`src/rtl/core/rstab_pkg.sv`:
```
// Types and constants of the reservation station table.
package rstab_pkg;

    localparam int CMD_W  = 3;
    localparam int OPC_W  = 6;
    localparam int TAG_W  = 6;
    localparam int VAL_W  = 32;
    localparam int FREE_W = 4;
    localparam int PAY_W  = OPC_W + VAL_W + TAG_W + VAL_W;

    typedef enum logic [CMD_W-1:0] {
        CMD_DISPATCH  = 3'd0,
        CMD_CAPTURE   = 3'd1,
        CMD_ISSUE     = 3'd2,
        CMD_FLUSH     = 3'd3,
        CMD_CYCLE_END = 3'd4
    } rstab_cmd_t;

    typedef enum logic [1:0] {
        ST_IDLE,
        ST_EXEC,
        ST_READ,
        ST_SWEEP
    } rstab_state_t;

    typedef struct packed {
        logic [CMD_W-1:0] cmd;
        logic [OPC_W-1:0] opcode;
        logic [TAG_W-1:0] src1_tag;
        logic [TAG_W-1:0] src2_tag;
        logic [VAL_W-1:0] src1_value;
        logic [VAL_W-1:0] src2_value;
        logic [VAL_W-1:0] immediate;
        logic [TAG_W-1:0] dest_tag;
        logic [VAL_W-1:0] instr_pc;
        logic [TAG_W-1:0] bcast_tag;
        logic [VAL_W-1:0] bcast_value;
    } rstab_req_t;

    typedef struct packed {
        logic              dispatch_ok;
        logic              issue_valid;
        logic [OPC_W-1:0]  out_opcode;
        logic [VAL_W-1:0]  out_src1;
        logic [VAL_W-1:0]  out_src2;
        logic [VAL_W-1:0]  out_immediate;
        logic [TAG_W-1:0]  out_dest_tag;
        logic [VAL_W-1:0]  out_pc;
        logic [FREE_W-1:0] free_count;
    } rstab_rsp_t;

    typedef struct packed {
        logic load_req;
        logic exec_dispatch;
        logic exec_capture;
        logic exec_issue;
        logic exec_flush;
        logic exec_cycle_end;
        logic sweep_step;
        logic finish;
        logic finish_issue;
    } rstab_ctl_t;

    typedef struct packed {
        logic [CMD_W-1:0] cmd;
        logic             issue_found;
        logic             any_match;
        logic             sweep_last;
    } rstab_sts_t;

endpackage

```
`src/rtl/core/rstab_ram.sv`:
```
// Generic single-write, single-read RAM with registered read data.
module rstab_ram #(
    parameter int WIDTH = 32,
    parameter int DEPTH = 8
) (
    input  logic                                  clk,
    input  logic                                  we,
    input  logic [((DEPTH > 1) ? $clog2(DEPTH) : 1)-1:0] waddr,
    input  logic [WIDTH-1:0]                      wdata,
    input  logic [((DEPTH > 1) ? $clog2(DEPTH) : 1)-1:0] raddr,
    output logic [WIDTH-1:0]                      rdata
);

    logic [WIDTH-1:0] mem_reg [DEPTH];
    logic [WIDTH-1:0] rdata_reg;

    always_ff @(posedge clk)
    begin
        if (we)
        begin
            mem_reg[waddr] <= wdata;
        end
        rdata_reg <= mem_reg[raddr];
    end

    assign rdata = rdata_reg;

endmodule

```
`src/rtl/core/rstab_ctrl.sv`:
```
// Command sequencer of the reservation station table.
module rstab_ctrl (
    input  logic                  clk,
    input  logic                  rst_n,
    input  logic                  start,
    output logic                  busy,
    output logic                  done,
    input  rstab_pkg::rstab_sts_t sts,
    output rstab_pkg::rstab_ctl_t ctl
);

    rstab_pkg::rstab_state_t state_reg, state_next;
    logic                    done_reg, done_next;

    always_ff @(posedge clk or negedge rst_n)
    begin
        if (!rst_n)
        begin
            state_reg <= rstab_pkg::ST_IDLE;
            done_reg  <= 1'b0;
        end
        else
        begin
            state_reg <= state_next;
            done_reg  <= done_next;
        end
    end

    always_comb
    begin
        state_next = state_reg;
        ctl        = '0;
        case (state_reg)
            rstab_pkg::ST_IDLE:
            begin
                if (start)
                begin
                    ctl.load_req = 1'b1;
                    state_next   = rstab_pkg::ST_EXEC;
                end
            end
            rstab_pkg::ST_EXEC:
            begin
                case (sts.cmd)
                    rstab_pkg::CMD_DISPATCH:
                    begin
                        ctl.exec_dispatch = 1'b1;
                        ctl.finish        = 1'b1;
                        state_next        = rstab_pkg::ST_IDLE;
                    end
                    rstab_pkg::CMD_CAPTURE:
                    begin
                        ctl.exec_capture = 1'b1;
                        if (sts.any_match)
                        begin
                            state_next = rstab_pkg::ST_SWEEP;
                        end
                        else
                        begin
                            ctl.finish = 1'b1;
                            state_next = rstab_pkg::ST_IDLE;
                        end
                    end
                    rstab_pkg::CMD_ISSUE:
                    begin
                        ctl.exec_issue = 1'b1;
                        if (sts.issue_found)
                        begin
                            state_next = rstab_pkg::ST_READ;
                        end
                        else
                        begin
                            ctl.finish = 1'b1;
                            state_next = rstab_pkg::ST_IDLE;
                        end
                    end
                    rstab_pkg::CMD_FLUSH:
                    begin
                        ctl.exec_flush = 1'b1;
                        ctl.finish     = 1'b1;
                        state_next     = rstab_pkg::ST_IDLE;
                    end
                    rstab_pkg::CMD_CYCLE_END:
                    begin
                        ctl.exec_cycle_end = 1'b1;
                        ctl.finish         = 1'b1;
                        state_next         = rstab_pkg::ST_IDLE;
                    end
                    default:
                    begin
                        ctl.finish = 1'b1;
                        state_next = rstab_pkg::ST_IDLE;
                    end
                endcase
            end
            rstab_pkg::ST_READ:
            begin
                // The payload memories return the selected entry in this cycle.
                ctl.finish_issue = 1'b1;
                ctl.finish       = 1'b1;
                state_next       = rstab_pkg::ST_IDLE;
            end
            rstab_pkg::ST_SWEEP:
            begin
                ctl.sweep_step = 1'b1;
                if (sts.sweep_last)
                begin
                    ctl.finish = 1'b1;
                    state_next = rstab_pkg::ST_IDLE;
                end
            end
            default:
            begin
                state_next = rstab_pkg::ST_IDLE;
            end
        endcase
        done_next = ctl.finish;
    end

    assign busy = (state_reg != rstab_pkg::ST_IDLE);
    assign done = done_reg;

endmodule

```
`src/rtl/core/rstab_dp.sv`:
```
// Entry state, operand memories and result register of the reservation station table.
module rstab_dp #(
    parameter int NUM_ENTRIES = 8
) (
    input  logic                  clk,
    input  logic                  rst_n,
    input  rstab_pkg::rstab_req_t request,
    input  rstab_pkg::rstab_ctl_t ctl,
    output rstab_pkg::rstab_sts_t sts,
    output rstab_pkg::rstab_rsp_t result
);

    localparam int IW = (NUM_ENTRIES > 1) ? $clog2(NUM_ENTRIES) : 1;
    localparam int CW = $clog2(NUM_ENTRIES + 1);
    localparam logic [IW-1:0] LAST_IDX = IW'(NUM_ENTRIES - 1);
    localparam logic [CW-1:0] ALL_FREE = CW'(NUM_ENTRIES);

    rstab_pkg::rstab_req_t   req_reg;
    rstab_pkg::rstab_rsp_t   result_reg, result_next;

    logic [NUM_ENTRIES-1:0]  busy_vis_reg;
    logic [NUM_ENTRIES-1:0]  busy_pend_reg;
    logic [NUM_ENTRIES-1:0]  ready_vis_reg, ready_vis_next;
    logic [NUM_ENTRIES-1:0]  alloc_reg;
    logic [NUM_ENTRIES-1:0]  issued_reg;
    logic [NUM_ENTRIES-1:0]  m1_reg, m2_reg;
    logic [NUM_ENTRIES-1:0]  match1, match2;
    logic [NUM_ENTRIES-1:0]  free_mask, ready_mask;
    logic [rstab_pkg::TAG_W-1:0] tag1_reg [NUM_ENTRIES];
    logic [rstab_pkg::TAG_W-1:0] tag2_reg [NUM_ENTRIES];
    logic [CW-1:0]           pend_free_reg, vis_free_reg, vis_free_next;
    logic [CW+rstab_pkg::FREE_W-1:0] free_ext;
    logic [IW-1:0]           sweep_idx_reg;
    logic [IW-1:0]           disp_idx, issue_idx;
    logic                    disp_found, issue_found;
    logic                    disp_we;

    logic                          val1_we, val2_we;
    logic [IW-1:0]                 val_waddr;
    logic [rstab_pkg::VAL_W-1:0]   val1_wdata, val2_wdata;
    logic [rstab_pkg::VAL_W-1:0]   val1_rdata, val2_rdata;
    logic [rstab_pkg::PAY_W-1:0]   pay_wdata, pay_rdata;

    // Selection works against the copy visible since the last cycle boundary,
    // skipping entries already handed out in the current cycle.
    assign free_mask  = ~busy_vis_reg & ~alloc_reg;
    assign ready_mask = busy_vis_reg & ready_vis_reg & ~issued_reg;

    always_comb
    begin
        disp_found = 1'b0;
        disp_idx   = '0;
        for (int i = NUM_ENTRIES - 1; i >= 0; i--)
        begin
            if (free_mask[i])
            begin
                disp_found = 1'b1;
                disp_idx   = IW'(i);
            end
        end
    end

    always_comb
    begin
        issue_found = 1'b0;
        issue_idx   = '0;
        for (int i = NUM_ENTRIES - 1; i >= 0; i--)
        begin
            if (ready_mask[i])
            begin
                issue_found = 1'b1;
                issue_idx   = IW'(i);
            end
        end
    end

    always_comb
    begin
        for (int i = 0; i < NUM_ENTRIES; i++)
        begin
            match1[i] = busy_pend_reg[i] && (tag1_reg[i] == req_reg.bcast_tag)
                        && (req_reg.bcast_tag != '0);
            match2[i] = busy_pend_reg[i] && (tag2_reg[i] == req_reg.bcast_tag)
                        && (req_reg.bcast_tag != '0);
            ready_vis_next[i] = busy_pend_reg[i] && (tag1_reg[i] == '0)
                                && (tag2_reg[i] == '0);
        end
    end

    assign disp_we = ctl.exec_dispatch && disp_found;

    always_ff @(posedge clk or negedge rst_n)
    begin
        if (!rst_n)
        begin
            busy_vis_reg  <= '0;
            busy_pend_reg <= '0;
            ready_vis_reg <= '0;
            alloc_reg     <= '0;
            issued_reg    <= '0;
            m1_reg        <= '0;
            m2_reg        <= '0;
            pend_free_reg <= ALL_FREE;
            vis_free_reg  <= ALL_FREE;
            sweep_idx_reg <= '0;
        end
        else
        begin
            if (disp_we)
            begin
                busy_pend_reg[disp_idx] <= 1'b1;
                alloc_reg[disp_idx]     <= 1'b1;
                pend_free_reg           <= pend_free_reg - CW'(1);
            end
            if (ctl.exec_issue && issue_found)
            begin
                // A flushed entry is already free in the pending copy.
                busy_pend_reg[issue_idx] <= 1'b0;
                issued_reg[issue_idx]    <= 1'b1;
                pend_free_reg <= pend_free_reg + CW'(busy_pend_reg[issue_idx]);
            end
            if (ctl.exec_flush)
            begin
                busy_pend_reg <= '0;
                pend_free_reg <= ALL_FREE;
            end
            if (ctl.exec_cycle_end)
            begin
                busy_vis_reg  <= busy_pend_reg;
                ready_vis_reg <= ready_vis_next;
                alloc_reg     <= '0;
                issued_reg    <= '0;
                vis_free_reg  <= pend_free_reg;
            end
            if (ctl.exec_capture)
            begin
                m1_reg        <= match1;
                m2_reg        <= match2;
                sweep_idx_reg <= '0;
            end
            if (ctl.sweep_step)
            begin
                sweep_idx_reg <= sweep_idx_reg + IW'(1);
            end
        end
    end

    always_ff @(posedge clk)
    begin
        if (ctl.load_req)
        begin
            req_reg <= request;
        end
        for (int i = 0; i < NUM_ENTRIES; i++)
        begin
            if (disp_we && (disp_idx == IW'(i)))
            begin
                tag1_reg[i] <= req_reg.src1_tag;
                tag2_reg[i] <= req_reg.src2_tag;
            end
            if (ctl.exec_capture && match1[i])
            begin
                tag1_reg[i] <= '0;
            end
            if (ctl.exec_capture && match2[i])
            begin
                tag2_reg[i] <= '0;
            end
        end
        if (ctl.finish)
        begin
            result_reg <= result_next;
        end
    end

    // The capture sweep writes the broadcast value into every matched operand,
    // one entry per beat; tags were already cleared when the sweep began.
    assign val_waddr  = ctl.sweep_step ? sweep_idx_reg : disp_idx;
    assign val1_we    = disp_we || (ctl.sweep_step && m1_reg[sweep_idx_reg]);
    assign val2_we    = disp_we || (ctl.sweep_step && m2_reg[sweep_idx_reg]);
    assign val1_wdata = ctl.sweep_step ? req_reg.bcast_value : req_reg.src1_value;
    assign val2_wdata = ctl.sweep_step ? req_reg.bcast_value : req_reg.src2_value;
    assign pay_wdata  = {req_reg.opcode, req_reg.immediate, req_reg.dest_tag, req_reg.instr_pc};

    rstab_ram #(
        .WIDTH(rstab_pkg::PAY_W),
        .DEPTH(NUM_ENTRIES)
    ) u_pay_ram (
        .clk  (clk),
        .we   (disp_we),
        .waddr(disp_idx),
        .wdata(pay_wdata),
        .raddr(issue_idx),
        .rdata(pay_rdata)
    );

    rstab_ram #(
        .WIDTH(rstab_pkg::VAL_W),
        .DEPTH(NUM_ENTRIES)
    ) u_val1_ram (
        .clk  (clk),
        .we   (val1_we),
        .waddr(val_waddr),
        .wdata(val1_wdata),
        .raddr(issue_idx),
        .rdata(val1_rdata)
    );

    rstab_ram #(
        .WIDTH(rstab_pkg::VAL_W),
        .DEPTH(NUM_ENTRIES)
    ) u_val2_ram (
        .clk  (clk),
        .we   (val2_we),
        .waddr(val_waddr),
        .wdata(val2_wdata),
        .raddr(issue_idx),
        .rdata(val2_rdata)
    );

    assign vis_free_next = ctl.exec_cycle_end ? pend_free_reg : vis_free_reg;
    assign free_ext      = {{rstab_pkg::FREE_W{1'b0}}, vis_free_next};

    always_comb
    begin
        result_next             = '0;
        result_next.dispatch_ok = disp_we;
        if (ctl.finish_issue)
        begin
            result_next.issue_valid = 1'b1;
            {result_next.out_opcode, result_next.out_immediate,
             result_next.out_dest_tag, result_next.out_pc} = pay_rdata;
            result_next.out_src1 = val1_rdata;
            result_next.out_src2 = val2_rdata;
        end
        result_next.free_count = free_ext[rstab_pkg::FREE_W-1:0];
    end

    assign sts.cmd         = req_reg.cmd;
    assign sts.issue_found = issue_found;
    assign sts.any_match   = |(match1 | match2);
    assign sts.sweep_last  = (sweep_idx_reg == LAST_IDX);

    assign result = result_reg;

endmodule

```
`src/rtl/core/reservation_station_table.sv`:
```
// Dispatch, flush, cycle_end and unknown codes finish in the execute state, then show done.
// Issue adds a read state when an entry is found (one registered read of the payload memories).
// With a match, capture also sweeps all entries, one a cycle, writing matched operands.
// One command at a time; start is taken again in the cycle done is shown.
// Asynchronous active-low reset empties the table at once, with no clearing pass.
module reservation_station_table #(
    parameter int NUM_ENTRIES = 8
) (
    input  logic                  clk,
    input  logic                  rst_n,
    input  logic                  start,
    output logic                  busy,
    input  rstab_pkg::rstab_req_t request,
    output logic                  done,
    output rstab_pkg::rstab_rsp_t result
);

    rstab_pkg::rstab_ctl_t ctl;
    rstab_pkg::rstab_sts_t sts;

    rstab_ctrl u_ctrl (
        .clk  (clk),
        .rst_n(rst_n),
        .start(start),
        .busy (busy),
        .done (done),
        .sts  (sts),
        .ctl  (ctl)
    );

    rstab_dp #(
        .NUM_ENTRIES(NUM_ENTRIES)
    ) u_dp (
        .clk    (clk),
        .rst_n  (rst_n),
        .request(request),
        .ctl    (ctl),
        .sts    (sts),
        .result (result)
    );

endmodule

```
`config.mk`:
```
export PLATFORM = sky130hd
export DESIGN_NAME = reservation_station_table
export DESIGN_NICKNAME = d
export VERILOG_FILES = /design/src/rtl/core/rstab_pkg.sv /design/src/rtl/core/rstab_ram.sv /design/src/rtl/core/rstab_ctrl.sv /design/src/rtl/core/rstab_dp.sv /design/src/rtl/core/reservation_station_table.sv
export SDC_FILE = /design/constraint.sdc
export NUM_CORES = 2
export LEC_CHECK = 0
export ABC_AREA = 1
export ABC_CLOCK_PERIOD_IN_PS = 8600
export BUFFER_PORTS_ARGS = -buffer_cell sky130_fd_sc_hd__buf_2
export CORE_ASPECT_RATIO = 0.7
export CORE_UTILIZATION = 55
export DETAILED_ROUTE_END_ITERATION = 10
export GPL_ROUTABILITY_DRIVEN = 0
export PLACE_DENSITY_LB_ADDON = 0.3
export SLEW_MARGIN = 15
export SYNTH_ARGS = -nofsm -noshare
export SYNTH_HDL_FRONTEND = slang
export SYNTH_SLANG_ARGS = --single-unit
```
`constraint.sdc`:
```
create_clock -name clk -period 8.6 [get_ports clk]
set_input_delay 0.86 -clock clk [delete_from_list [all_inputs] [get_ports clk]]
set_output_delay 0.86 -clock clk [all_outputs]
set_load 0.05 [all_outputs]
```
# Yosys cells after proc, flatten, opt, wreduce, memory -nomap -nowiden
# Memories as Yosys holds them, arrays and structs flattened. A register that Yosys moved wholly into a read port is not among the register bits.
# Index checks and enable logic that the tools add are counted.
# totals
ff_bits,409
latch_bits,0
mem_bits_rw,1216
mem_bits_ro,0
input_bits,196
output_inout_bits,148
wordCells,363
n_memories,5
# op_classes
add_sub_neg,3
n_mul,0
n_div,0
magnitude_cmp,5
eq_ne,33
shifts,0
mux,150
bitwise_logic,28
n_reduce_logical,107
# memory_table
name,depth,width,read_ports,rd_ports_with_merged_regs,wr,line,text
u_dp.u_pay_ram.mem_reg,8,76,1,1,1,rstab_ram.sv:14,logic [WIDTH-1:0] mem_reg [DEPTH];
u_dp.u_val1_ram.mem_reg,8,32,1,1,1,rstab_ram.sv:14,
u_dp.u_val2_ram.mem_reg,8,32,1,1,1,rstab_ram.sv:14,
u_dp.tag1_reg,8,6,8,0,8,rstab_dp.sv:29,logic [rstab_pkg::TAG_W-1:0] tag1_reg [NUM_ENTRIES];
u_dp.tag2_reg,8,6,8,0,8,rstab_dp.sv:30,logic [rstab_pkg::TAG_W-1:0] tag2_reg [NUM_ENTRIES];
# op_table
op,n
$mux 141,1
$eq 6x6->1,16
$logic_not 6->1,16
$mux 6,16
$mux 1,87
$logic_and 1x1->1,78
$mux 32,2
$mux 3,19
$mux 8,7
$and 8x8->8,4
$not 8->8,4
$or 8x8->8,4
$eq 3x3->1 const B,6
$mux 4,4
$or 1x1->1,16
$eq 3x2->1 const B,4
$lt 3x4->1 const B,3
$bmux 1 s3,3
$mux 2,4
$pmux 2 s4,1
$reduce_bool 2->1,4
$reduce_or 8->1,1
$demux 1 s3,2
$eq 3x1->1 const B,2
other kinds (17),22

# Depth between registers and ports, before layout
# logic_depth
word_depth,19
mapped_depth,21
mapped_depth_nobuf,19

# Modules after synthesis
# A second synthesis with hierarchy kept.
# unflattened
hier_cells,6941
hier_area_um2,72618.4
# modules_own_cells
mod,instances,cells_per_inst,area_each_um2,seq_area_each_um2
rstab_ram (u_dp.u_pay_ram),1,2721,28086.9,19779.0
rstab_ram (u_dp.u_val1_ram ...),2,1156,11872.6,8328.0
rstab_dp,1,1868,20544.7,14621.5
rstab_ctrl,1,40,241.5,75.1

# Least setup slack after synthesis
# No wires, ideal clock.
# synth_path
kind,register to register
startpoint,reg u_ctrl.state_reg[1]
endpoint,"reg u_dp.req_reg (netlist bit u_dp.pay_wdata[0]), enable pin"
setup_time_ps,749
t_arrival_ps,8944
required_time_ps,7851
slack_ps,-1093
path_stages_with_launch,4
path_buffers,0
synth_period_minus_slack_ps,9693
path_cell_list,dfrtp_1 inv_1 nand2_1 nor2_1
# synth_rtl
element,line,text
from (decl),rstab_ctrl.sv:12,"rstab_pkg::rstab_state_t state_reg, state_next;"
from (signal assigned),rstab_ctrl.sv:19,state_reg <= rstab_pkg::ST_IDLE;
from (signal assigned),rstab_ctrl.sv:24,state_reg <= state_next;
to (signal assigned),rstab_dp.sv:152,req_reg <= request;
to (decl),rstab_dp.sv:18,rstab_pkg::rstab_req_t req_reg;

==> run metrics <==
run status completed; initial core utilization 0.5579; EDFF count, synth 1,543; Die Y 299.4 µm; Worst Tran Pin Value 1.210 ns; asr flop ratio synth 0.03966; initial antenna violation count 2; fin crit period 4.458 ns; GRT Util Overall 0.2552; Max Fclk 224.3 MHz; Placement Cell Area 72,780 µm²; layout cells sized above 1 0.1035; Max clock buf depth 3; Fin. Hold Viols 0; Synth Warn # 0; Final Util 0.6267; critical path launch point type register; RSZ-0062 raised after global routing false; CP Class reg2reg; CP max FO 119; WL final 162,700 µm; Yosys cell types 44; drt first pass iters 8; ys flop type edfxtp_1; Mapped Cells 6,239; synthesized flop and latch total 1,765; Routed Antenna Nets 0; Tightest Hold Check Type in2reg; Vias 43,440; Die W 426.9 µm; first-pass GRT wire length 245,700 µm; # DRC 0; synthesized area 69,510 µm²; # clock sinks 1,765; fin. max-slew vios 0; Post-CTS Setup Inserts 0; drt wl/cell 19.47 µm; die area 127,800 µm²; max reg flops 608; fin crit share 0.5184; clk slew on worst S/H paths 0.06 ns; clock buffer count from CTS 161; Final TNS setup 0 ns; overall power 17.57 mW; Iter 0 DRT Violations 4,299; Setup Skew 0.03399 ns; CP Data Arrival Time 4.87 ns; io pins 344; Pleak 33.27 nW; total power per unit cell area 225.0 nW/µm²; I/O Buffers 343; Max-Cap Viols 0; largest net degree at the start of global routing 224; Slew HR 0.1935; # placed instances 8,050; crit end category register; Core Rows 108; drt via density 5.200; Synth Net Count 6,441; final setup vio count 0; diode count 0; sequential share of the synthesized area 0.7356; H-tree levels 4; clk root buf clkbuf_16; Final Non-Filler Cells 8,354; CP required 9.01 ns; vias in the first global route 41,910; post-DP HPWL 90,080 µm; CTS tree done; post-route cell area 78,080 µm²; Core ar. 124,600 µm²; Layout Nets 6,766; Max IR drop VDD 0.0001963 V; Clock Latency Late Sink 0.81 ns; Layout area overhead 12.32%; Syn Area/Cell 11.14 µm²; grt ovf 0
==> routing by layer <==
layer / up-vias / share of wire / track usage
met5: - / 0.000080 / 0
met4: 2 / 0.031 / 0.09660
met3: 302 / 0.076 / 0.03937
met2: 1749 / 0.47 / 0.4077
met1: 20650 / 0.42 / 0.3560
li1: 20730 / - / -
==> report_power, final <==
| part | total, mW | switching, mW | internal [mW] |
|---|---|---|---|
| sequential | 9.69 | 0.119 | 9.57 |
| clock | 7.11 | 3.17 | 3.94 |
| combinational | 0.764 | 0.580 | 0.184 |
| total | 17.6 | 3.87 | 13.7 |
==> metrics by stage <==
stage	hold WS, ns	setup slack, ns
floorplan	0.4444	2.213
global placement	0.4631	4.537
CTS	0.1663	4.474
finish	0.2219	4.142
global route	0.1966	3.971
detailed placement	0.4621	4.503
==> critical path, stage by stage, from the launching register on <==
cell and delay (ns):
edfxtp_1 0.77, clkinv_1 0.73, o21ai_0 0.38, nor2_1 0.06
nand3_1 0.07, nor2_1 0.07, nor2_1 0.14, nand2_1 0.08
nor2_1 0.12, nand3_1 0.14, a21oi_4 0.15, buf_4 0.45
buf_12 0.38
==> final cells by class <==
class	instances	area, µm²
multi-input cells	3208	13510
flip-flops and latches	1765	51130
clock buffers	218	4438
well taps	1650	2064
clock inverters	85	845.8
inverters	1031	3905
repair buffers	397	2178
fillers	9450	46510
==> logic make-up after synthesis <==
logic type / synth area share
simple gates: 0.1678
buf+inv: 0.07241
fa+ha+maj: 0.001188
flops: 0.7356
compound gates: 0.02102
xor+xnor: 0.002016
==> worst paths after layout <==
kind	start	end	slack (ns)	cells past startpoint
worst max-delay path	u_dp.req_reg[32]	u_dp.result[94]	4.14	12
worst min-delay path	request[17]	u_dp.req_reg[17]	0.22	1
worst max register to register	u_dp.req_reg[32]	u_dp.result[94]	4.14	12
worst min register to register	u_dp.m1_reg[0]	u_dp.m1_reg[0]	0.48	2
max in group asynchronous	rst_n	u_dp.issued_reg[5]	6.93	3
min in group asynchronous	rst_n	u_dp.pend_free_reg[2]	0.53	2
==> cells in the mapped netlist, types with 3 or more instances <==
library cell | count | area (µm²)
dfxtp_1 | 152 | 3043
inv_1 | 1002 | 3761
nand3b_1 | 5 | 37.54
buf_6 | 4 | 45.04
a21oi_1 | 46 | 230.2
clkinv_1 | 23 | 86.33
ha_1 | 5 | 62.56
o21ai_0 | 205 | 1026
nand4_1 | 17 | 106.4
nand3_1 | 471 | 2357
edfxtp_1 | 1543 | 46330
clkbuf_1 | 59 | 221.5
o22ai_1 | 3 | 18.77
nor4_1 | 11 | 68.82
xnor2_1 | 12 | 105.1
nor2_1 | 786 | 2950
inv_2 | 5 | 18.77
buf_2 | 134 | 670.6
xor2_1 | 4 | 35.03
nor3_1 | 5 | 25.02
buf_4 | 21 | 157.7
o21a_1 | 3 | 22.52
nand2_1 | 1608 | 6036
a21boi_0 | 3 | 22.52
o41ai_1 | 4 | 35.03
dfrtp_1 | 68 | 1702
buf_1 | 15 | 56.30
==> timing repair <==
| item | CTS | global route |
|---|---|---|
| hold buffers | 1 | 0 |
| endpoints found under the hold margin | 11 | 0 |
| gates resized for setup | 0 | 0 |
==> layout by cell type, fill, tap and decap left out, drive strengths merged, types with 12 or more instances in the layout <==
cell type	instances
xnor2	12
edfxtp	1543
o21ai	209
dfrtp	68
dfxtp	152
clkbuf	218
clkinv	94
nand2	1609
buf	396
nand4	17
inv	1011
nor2	789
a21oi	46
nand3	472
Note: power is estimated with default switching activity, not from simulation.
